### config.mk
export PLATFORM = sky130hd
export DESIGN_NAME = pss_ctrl
export DESIGN_NICKNAME = d
export VERILOG_FILES = /design/src/sv/pss_pkg.sv /design/src/sv/pss_ctrl.sv
export SDC_FILE = /design/constraint.sdc
export NUM_CORES = 1
export LEC_CHECK = 0
export BUFFER_PORTS_ARGS = -buffer_cell sky130_fd_sc_hd__buf_2
export CORE_ASPECT_RATIO = 1.2
export CORE_MARGIN = 1
export CORE_UTILIZATION = 35
export DETAILED_ROUTE_END_ITERATION = 6
export PLACE_DENSITY_LB_ADDON = 0.1
export SYNTH_ARGS = -nofsm -noshare
export SYNTH_HDL_FRONTEND = slang
export SYNTH_SLANG_ARGS = --single-unit
### constraint.sdc
create_clock -name clk -period 3.7 [get_ports clk]
set_input_delay 0.37 -clock clk [delete_from_list [all_inputs] [get_ports clk]]
set_output_delay 0.37 -clock clk [all_outputs]
set_load 0.03 [all_outputs]
### src/sv/pss_pkg.sv
// ----------------------------------------------------------------------------
// pss_pkg
// Shared sizes, codes and interface types of the positional sequence store.
// ----------------------------------------------------------------------------
package pss_pkg;

  localparam int CAPACITY   = 256;
  localparam int VALUE_BITS = 32;
  localparam int ADDR_BITS  = $clog2(CAPACITY);

  // fixed field widths
  localparam int OP_BITS    = 3;
  localparam int CNT_BITS   = 9;
  localparam int STAT_BITS  = 2;
  localparam int RDV_BITS   = 32;
  localparam int ITEM_BITS  = 32;

  localparam int IN_BITS    = 48;  // 44 used
  localparam int OUT_BITS   = 64;  // 61 used

  localparam logic [OP_BITS-1:0] OP_INSERT = 3'd0;
  localparam logic [OP_BITS-1:0] OP_SORTED = 3'd1;
  localparam logic [OP_BITS-1:0] OP_ERASE  = 3'd2;
  localparam logic [OP_BITS-1:0] OP_REMOVE = 3'd3;
  localparam logic [OP_BITS-1:0] OP_GET    = 3'd4;
  localparam logic [OP_BITS-1:0] OP_SET    = 3'd5;
  localparam logic [OP_BITS-1:0] OP_FIND   = 3'd6;

  localparam logic [STAT_BITS-1:0] STAT_OK       = 2'd0;
  localparam logic [STAT_BITS-1:0] STAT_RANGE    = 2'd1;
  localparam logic [STAT_BITS-1:0] STAT_NOTFOUND = 2'd2;
  localparam logic [STAT_BITS-1:0] STAT_FULL     = 2'd3;

  typedef enum logic [2:0] {
    S_IDLE,
    S_SCAN,
    S_SHIFT,
    S_COMPACT,
    S_ACCESS,
    S_GETCAP,
    S_DONE
  } state_t;

  typedef struct packed {
    logic                  re;
    logic [ADDR_BITS-1:0]  raddr;
    logic                  we;
    logic [ADDR_BITS-1:0]  waddr;
    logic [VALUE_BITS-1:0] wdata;
  } mem_req_t;

  typedef struct packed {
    logic [STAT_BITS-1:0] status;
    logic [CNT_BITS-1:0]  index;
    logic [RDV_BITS-1:0]  read_value;
    logic [CNT_BITS-1:0]  removed_count;
    logic [CNT_BITS-1:0]  occupancy;
  } res_t;

endpackage

### src/sv/pss_ctrl.sv
// ----------------------------------------------------------------------------
// pss_ctrl
// Operation sequencer: decodes one item, walks the entry store with
// pipelined read/modify/write passes and builds the result.
// ----------------------------------------------------------------------------
module pss_ctrl (
  input  logic                           clk,
  input  logic                           rst_n,
  input  logic                           in_valid,
  output logic                           in_ready,
  input  logic [pss_pkg::OP_BITS-1:0]    in_op,
  input  logic [pss_pkg::CNT_BITS-1:0]   in_pos,
  input  logic [pss_pkg::ITEM_BITS-1:0]  in_val,
  output pss_pkg::mem_req_t              mem_req,
  input  logic [pss_pkg::VALUE_BITS-1:0] mem_rdata,
  output logic                           res_valid,
  input  logic                           res_ready,
  output pss_pkg::res_t                  res
);

  localparam logic [pss_pkg::CNT_BITS-1:0] CAP = pss_pkg::CNT_BITS'(pss_pkg::CAPACITY);
  localparam int AB = pss_pkg::ADDR_BITS;

  pss_pkg::state_t state_r, state_nxt;

  logic [pss_pkg::OP_BITS-1:0]    op_r, op_nxt;
  logic [pss_pkg::CNT_BITS-1:0]   pos_r, pos_nxt;
  logic [pss_pkg::VALUE_BITS-1:0] val_r, val_nxt;
  logic [pss_pkg::CNT_BITS-1:0]   cnt_r, cnt_nxt;
  logic [pss_pkg::CNT_BITS-1:0]   ra_r, ra_nxt;
  logic [pss_pkg::CNT_BITS-1:0]   ei_r, ei_nxt;
  logic [pss_pkg::CNT_BITS-1:0]   w_r, w_nxt;
  logic                           iss_r, iss_nxt;
  logic                           ev_r, ev_nxt;
  pss_pkg::res_t                  res_r, res_nxt;

  logic                           issue;
  logic                           hit;
  logic                           drop;
  logic [pss_pkg::CNT_BITS-1:0]   ei_inc;

  always_ff @(posedge clk) begin
    if (!rst_n) begin
      state_r <= pss_pkg::S_IDLE;
      cnt_r   <= '0;
      iss_r   <= 1'b0;
      ev_r    <= 1'b0;
    end else begin
      state_r <= state_nxt;
      cnt_r   <= cnt_nxt;
      iss_r   <= iss_nxt;
      ev_r    <= ev_nxt;
    end
  end

  always_ff @(posedge clk) begin
    op_r  <= op_nxt;
    pos_r <= pos_nxt;
    val_r <= val_nxt;
    ra_r  <= ra_nxt;
    ei_r  <= ei_nxt;
    w_r   <= w_nxt;
    res_r <= res_nxt;
  end

  assign issue  = (ra_r < cnt_r);
  assign ei_inc = ei_r + 1'b1;
  assign hit    = (op_r == pss_pkg::OP_FIND) ? (mem_rdata == val_r) : (val_r <= mem_rdata);
  assign drop   = (op_r == pss_pkg::OP_ERASE) ? (ei_r == pos_r) : (mem_rdata == val_r);

  always_comb begin
    state_nxt = state_r;
    op_nxt    = op_r;
    pos_nxt   = pos_r;
    val_nxt   = val_r;
    cnt_nxt   = cnt_r;
    ra_nxt    = ra_r;
    ei_nxt    = ei_r;
    w_nxt     = w_r;
    iss_nxt   = iss_r;
    ev_nxt    = ev_r;
    res_nxt   = res_r;
    mem_req   = '0;
    in_ready  = 1'b0;
    res_valid = 1'b0;

    unique case (state_r)
      pss_pkg::S_IDLE: begin
        in_ready = 1'b1;
        if (in_valid) begin
          op_nxt  = in_op;
          pos_nxt = in_pos;
          val_nxt = in_val[pss_pkg::VALUE_BITS-1:0];
          res_nxt = '0;
          ra_nxt  = '0;
          w_nxt   = '0;
          ev_nxt  = 1'b0;
          unique case (in_op)
            pss_pkg::OP_INSERT: begin
              if (in_pos > cnt_r) begin
                res_nxt.status = pss_pkg::STAT_RANGE;
                state_nxt      = pss_pkg::S_DONE;
              end else if (cnt_r >= CAP) begin
                res_nxt.status = pss_pkg::STAT_FULL;
                state_nxt      = pss_pkg::S_DONE;
              end else begin
                ra_nxt    = cnt_r - 1'b1;
                iss_nxt   = (cnt_r != in_pos);
                state_nxt = pss_pkg::S_SHIFT;
              end
            end
            pss_pkg::OP_SORTED: begin
              if (cnt_r >= CAP) begin
                res_nxt.status = pss_pkg::STAT_FULL;
                state_nxt      = pss_pkg::S_DONE;
              end else begin
                state_nxt = pss_pkg::S_SCAN;
              end
            end
            pss_pkg::OP_ERASE: begin
              if (in_pos >= cnt_r) begin
                res_nxt.status = pss_pkg::STAT_RANGE;
                state_nxt      = pss_pkg::S_DONE;
              end else begin
                ra_nxt    = in_pos;
                w_nxt     = in_pos;
                state_nxt = pss_pkg::S_COMPACT;
              end
            end
            pss_pkg::OP_REMOVE: begin
              state_nxt = pss_pkg::S_COMPACT;
            end
            pss_pkg::OP_GET, pss_pkg::OP_SET: begin
              if (in_pos >= cnt_r) begin
                res_nxt.status = pss_pkg::STAT_RANGE;
                state_nxt      = pss_pkg::S_DONE;
              end else begin
                state_nxt = pss_pkg::S_ACCESS;
              end
            end
            pss_pkg::OP_FIND: begin
              state_nxt = pss_pkg::S_SCAN;
            end
            default: begin
              state_nxt = pss_pkg::S_DONE;
            end
          endcase
        end
      end

      // forward scan, one read a cycle, compare in the cycle after the read
      pss_pkg::S_SCAN: begin
        mem_req.re    = issue;
        mem_req.raddr = ra_r[AB-1:0];
        ev_nxt        = issue;
        ei_nxt        = ra_r;
        ra_nxt        = ra_r + 1'b1;
        if (ev_r && hit) begin
          if (op_r == pss_pkg::OP_FIND) begin
            res_nxt.index = ei_r;
            state_nxt     = pss_pkg::S_DONE;
          end else begin
            pos_nxt   = ei_r;
            ra_nxt    = cnt_r - 1'b1;
            iss_nxt   = (cnt_r != ei_r);
            ev_nxt    = 1'b0;
            state_nxt = pss_pkg::S_SHIFT;
          end
        end else if (!ev_r && !issue) begin
          if (op_r == pss_pkg::OP_FIND) begin
            res_nxt.status = pss_pkg::STAT_NOTFOUND;
            state_nxt      = pss_pkg::S_DONE;
          end else begin
            pos_nxt   = cnt_r;
            iss_nxt   = 1'b0;
            ev_nxt    = 1'b0;
            state_nxt = pss_pkg::S_SHIFT;
          end
        end
      end

      // open a gap at pos_r: walk down from the top, each entry moves up one
      pss_pkg::S_SHIFT: begin
        mem_req.re    = iss_r;
        mem_req.raddr = ra_r[AB-1:0];
        if (iss_r) begin
          iss_nxt = (ra_r != pos_r);
          ra_nxt  = ra_r - 1'b1;
        end
        ev_nxt = iss_r;
        ei_nxt = ra_r;
        if (ev_r) begin
          mem_req.we    = 1'b1;
          mem_req.waddr = ei_inc[AB-1:0];
          mem_req.wdata = mem_rdata;
        end else if (!iss_r) begin
          mem_req.we    = 1'b1;
          mem_req.waddr = pos_r[AB-1:0];
          mem_req.wdata = val_r;
          cnt_nxt       = cnt_r + 1'b1;
          res_nxt.index = pos_r;
          state_nxt     = pss_pkg::S_DONE;
        end
      end

      // keep-or-drop pass; write pointer trails the read pointer
      pss_pkg::S_COMPACT: begin
        mem_req.re    = issue;
        mem_req.raddr = ra_r[AB-1:0];
        ev_nxt        = issue;
        ei_nxt        = ra_r;
        ra_nxt        = ra_r + 1'b1;
        if (ev_r && !drop) begin
          mem_req.we    = 1'b1;
          mem_req.waddr = w_r[AB-1:0];
          mem_req.wdata = mem_rdata;
          w_nxt         = w_r + 1'b1;
        end else if (!ev_r && !issue) begin
          cnt_nxt = w_r;
          if (op_r == pss_pkg::OP_ERASE) begin
            res_nxt.index = pos_r;
          end else begin
            res_nxt.removed_count = cnt_r - w_r;
          end
          state_nxt = pss_pkg::S_DONE;
        end
      end

      pss_pkg::S_ACCESS: begin
        if (op_r == pss_pkg::OP_GET) begin
          mem_req.re    = 1'b1;
          mem_req.raddr = pos_r[AB-1:0];
          state_nxt     = pss_pkg::S_GETCAP;
        end else begin
          mem_req.we    = 1'b1;
          mem_req.waddr = pos_r[AB-1:0];
          mem_req.wdata = val_r;
          res_nxt.index = pos_r;
          state_nxt     = pss_pkg::S_DONE;
        end
      end

      pss_pkg::S_GETCAP: begin
        res_nxt.read_value = pss_pkg::RDV_BITS'(mem_rdata);
        res_nxt.index      = pos_r;
        state_nxt          = pss_pkg::S_DONE;
      end

      pss_pkg::S_DONE: begin
        res_valid = 1'b1;
        if (res_ready) begin
          state_nxt = pss_pkg::S_IDLE;
        end
      end

      default: begin
        state_nxt = pss_pkg::S_IDLE;
      end
    endcase
  end

  always_comb begin
    res           = res_r;
    res.occupancy = cnt_r;
  end

  a_cnt_cap: assert property (@(posedge clk) disable iff (!rst_n)
    cnt_r <= CAP)
    else $error("entry count above capacity");

  a_no_rw_clash: assert property (@(posedge clk) disable iff (!rst_n)
    (mem_req.re && mem_req.we) |-> (mem_req.raddr != mem_req.waddr))
    else $error("read and write hit the same entry");

  a_wr_in_range: assert property (@(posedge clk) disable iff (!rst_n)
    mem_req.we |-> (pss_pkg::CNT_BITS'(mem_req.waddr) <= cnt_r))
    else $error("write beyond the held entries");

  a_full_flag: assert property (@(posedge clk) disable iff (!rst_n)
    (res_valid && res.status == pss_pkg::STAT_FULL) |-> (cnt_r == CAP))
    else $error("full status with room left");

endmodule
# After elaboration in Yosys (flattened, before gate mapping)
# Index checks and enable logic that the tools add are counted.
[totals]
reg_bits = 137
out_inout_bits = 113
word_cells = 187
[classes]
addsub = 7
n_lt_le_gt_ge = 5
eq_ne = 40
n_mux = 90
reduce_logical = 31
[op_table]
columns = ["operator", "n"]
rows = [
  ["$mux 9", 31],
  ["$mux 41", 4],
  ["$pmux 41 s3", 1],
  ["$pmux 9 s2", 5],
  ["$pmux 32 s2", 1],
  ["$mux 61", 1],
  ["$pmux 9 s6", 1],
  ["$mux 3", 13],
  ["$ne 2x2->1 const B", 18],
  ["$pmux 9 s4", 1],
  ["$eq 32x32->1", 1],
  ["$le 32x32->1", 1],
  ["$add 9x1->9 const B", 3],
  ["$ne 9x9->1", 3],
  ["$pmux 9 s3", 1],
  ["$eq 3x3->1 const B", 8],
  ["$pmux 3 s7", 1],
  ["$mux 1", 18],
  ["$pmux 3 s6", 1],
  ["$sub 9x1->9 const B", 2],
  ["$eq 3x2->1 const B", 5],
  ["$reduce_and 5->1", 3],
  ["$mux 2", 7],
  ["$reduce_and 7->1", 2],
  ["27 further kinds", 41],
]

# Logic depth before layout (Yosys ltp)
[depth]
word_depth = 6
ltp_mapped = 11
mapped_depth_nobuf = 10

# Worst setup path after synthesis
# Ideal clock, no wire load.
[synth_timing]
path_type = "in2reg"
from = "input port mem_rdata[13] (netlist bit)"
to = "register res_r (netlist bit res[50]), enable pin"
setup_ns = 0.377
t_arrival_ns = 3.236
slack_ns = 0.087
cell_stages = 10
n_path_buf = 1
path_cell_list = "inv_1 ha_1 nand4_1 or3_1 or4b_4 o2111a_1 buf_6 a21o_1 or3b_1 a311oi_2"
[synth_between]
elab_chain_len = 6
[synth_lines]
columns = ["item", "line_no", "source"]
rows = [
  ["start, declared", "pss_ctrl.sv:15", "input logic [pss_pkg::VALUE_BITS-1:0] mem_rdata,"],
  ["parallel branches: the longest is 5 deep, another holds $le 32x32->1", "n/a", ""],
  ["$reduce_and 10->1 (no line) *", "n/a", ""],
  ["end signal, assigned", "pss_ctrl.sv:63", "res_r <= res_nxt;"],
  ["end, declared", "pss_ctrl.sv:35", "pss_pkg::res_t res_r, res_nxt;"],
]
# Every way passes the cells marked *.
# A chain may end at the register's enable or synchronous reset.

==> impl_metrics.env <==
export IMPL_slew_headroom_pct=35.5
export IMPL_totalWireLength_mm=31.9
export IMPL_tritoncts="done"
export IMPL_final_area_um2=11600
export IMPL_crit_fanout=8
export IMPL_rsz0062_at_grt="true"
export IMPL_synth_ff_type="edfxtp_1"
export IMPL_fin_crit_sh_pct=99.0
export IMPL_hold_viol_final=0
export IMPL_viasPerCell=5.42
export IMPL_ir_worst_vdd_uv=428
export IMPL_h_tree_depth=4
export IMPL_r2r_setup_slack_ns=0.25
export IMPL_placed_cell_area_um2=10600
export IMPL_clkPwrFrac_pct=20.5
export IMPL_antenna_found_initial=0
export IMPL_cp_start_kind="flip-flop"
export IMPL_p_sw_w=0.00406
export IMPL_synth_top_area_cell="edfxtp_1"
export IMPL_ys_seq_area_share_pct=43.6
export IMPL_worstReg2RegStart="val_r[27]"
export IMPL_p_seq_share_pct=29.9
export IMPL_dp_hpwl_mm=23.4
export IMPL_vias=8201
export IMPL_p_per_area_nw_per_um2=787
export IMPL_syn_avg_cell_area_um2=9.35
export IMPL_dieArea_um2=26700
export IMPL_route_detailed_drc=0
export IMPL_fin_crit_ns=3.66
export IMPL_area_growth_pct=26.8
export IMPL_nets=1315
export IMPL_grt_max_degree=37
export IMPL_postRouteAntennaNets=0
export IMPL_ys_ff_latch=137
export IMPL_wire_per_inst_um=21.0
export IMPL_endpoint_kind="output port"
export IMPL_synthArstFlopShare_pct=0
export IMPL_cap_violations=0
export IMPL_grt_use_total_pct=23.8
export IMPL_fin_worst_skew_ns=0.0151
export IMPL_max_freq_mhz=273
export IMPL_start_util_pct=35.7
export IMPL_ios=193
export IMPL_grt_ovfl_total=0
export IMPL_yosysMostFrequentCell="nand2_1"
export IMPL_core_area_um2=25500
export IMPL_path_class="flip-flop to output port"
export IMPL_diodes=0
export IMPL_startpoint="val_r[27]"
export IMPL_synth_top_area_share_pct=40.5
export IMPL_cts_buffers=17
export IMPL_comb_power_share_pct=49.6
export IMPL_cts_num_sinks=137
export IMPL_firstDrtPassIters=5
export IMPL_yosys_top_cells_area="edfxtp_1, ha_1, nand2_1"
export IMPL_cts_buffer_depth=2
export IMPL_min_path_type="input pin to flip-flop"
export IMPL_num_rows=64
export IMPL_multiInputGateArea_um2=4710
export IMPL_worstMarginPinSlew_ns=0.967
export IMPL_internal_power_w=0.00504
export IMPL_die_w_um=149
export IMPL_syn_area_um2=9110
export IMPL_yosysWarnings=0
export IMPL_clkTransAtPathRegs_ns=0.06
export IMPL_hold_start="in_val[11]"
export IMPL_cts_root_buf="clkbuf_16"
export IMPL_leakage_nw=4.86
export IMPL_worstPathArrival_ns=3.29
export IMPL_clk_latency_ns=0.44
export IMPL_syn_nets=1118
export IMPL_fill_cells=2484
export IMPL_synthTopCellsByCount="nand2_1, edfxtp_1, nor2_1"
export IMPL_gp_congestion=0.847
export IMPL_finalSetupViolations=0
export IMPL_synth_cells=974
export IMPL_die_y_um=179
export IMPL_slew_viol_final=0
export IMPL_setup_tns_final_ns=0
export IMPL_port_buffers=192
export IMPL_grt_pass1_vias=7755
export IMPL_drive_gt1_share_pct=25.8
export IMPL_p_sw_share_pct=44.6
export IMPL_register_area_um2=3970
export IMPL_required_ns=3.33
export IMPL_synth_cell_types=79
export IMPL_status="finished, final reports clean"
export IMPL_grt_pass1_wl_mm=46.6
export IMPL_synth_edf_count=123
export IMPL_final_util_pct=45.2
export IMPL_drtIter0Drc=526
==> state kept, by name (all words and copies together) (netlist names) <==
signal   count
op_r         3
res         52
val_r       32
ev_r         1
state_r      3
w_r          9
cnt_r        9
iss_r        1
ra_r         9
ei_r         9
pos_r        9
==> worst paths after layout <==
kind	to	cells after the start
setup reg to reg	res[57]	9
setup / recovery	mem_req[2]	10
hold reg to reg	ei_r[1]	1
hold / removal	val_r[11]	1
==> final cells by class <==
cell class / count / area share (%)
inverters: 62 / 2.06
repair buffers: 246 / 13.5
clock buffers: 26 / 5.07
clock inverters: 6 / 0.585
flip-flops and latches: 137 / 34.4
multi-input cells: 707 / 40.8
well taps: 330 / 3.57
==> per-stage QoR <==
stage,hold slack [ns],worst slack (ns),instances,power [W]
2_1_floorplan,0.452,0.0868,974,0.00556
3_3_place_gp,0.547,0.132,1474,0.00706
3_5_place_dp,0.549,0.0867,1474,0.00708
4_1_cts,0.0859,-0.0517,1509,0.00902
5_1_grt,0.0874,-0.0715,1514,0.00958
6_report,0.103,0.0370,1514,0.00909
==> what timing repair did <==
item                                    in CTS  in global routing
endpoints found under the setup margin      36                 34
setup buffers                                3                  4
resized for setup                           20                 64
pin swaps                                    5                  8
hold buffers                                 0                  0
gates cloned                                 1                  2
==> cells in the final DEF, fill, tap and decap left out, types with 18 or more instances in the layout <==
master       n
a21oi_1     39
buf_2      157
buf_4       79
clkbuf_16   24
edfxtp_1   123
ha_1        60
inv_1       59
nand2_1    125
nand3_1     20
nand4_1     18
nor2_1      83
nor3_1      21
o21ai_0     51
xnor2_1     51
==> power groups by stage <==
stage	logic [W]	registers, W	clock network (W)
after detailed placement	0.00433	0.00275	0
after floorplan	0.00269	0.00287	0
after global placement	0.00432	0.00274	0
after global routing	0.00487	0.00277	0.00195
after CTS	0.00441	0.00272	0.00189
final	0.00451	0.00272	0.00186
==> routing by layer <==
metal | global-route usage, % | share of wire, %
met5 | 0 | 0
met4 | 8.89 | 2.5
met3 | 4.38 | 6.4
met2 | 41.5 | 50
met1 | 29.0 | 41
==> worst max-delay path: stages (launching register included) <==
cell	delay, ns
edfxtp_1	0.50
ha_4	0.32
nand4_1	0.15
nor4_4	0.31
or4b_4	0.51
o2111a_1	0.29
a21o_1	0.21
clkinv_4	0.12
clkbuf_16	0.17
o21ai_0	0.09
buf_4	0.18
==> cells by family (layout without fill, tap and decap cells) <==
family	Yosys count	after routing	synth area share [%]
AND/OR/NAND/NOR	330	330	17.2
flip-flops	137	137	43.6
multiplexers	9	9	0.989
buffers and inverters	130	340	5.52
adder cells (fa/ha/maj)	64	64	8.87
AO/OA/AOI/OAI	240	240	17.6
XOR/XNOR	64	64	6.15
No activity file was read; power rests on OpenSTA's default activity.
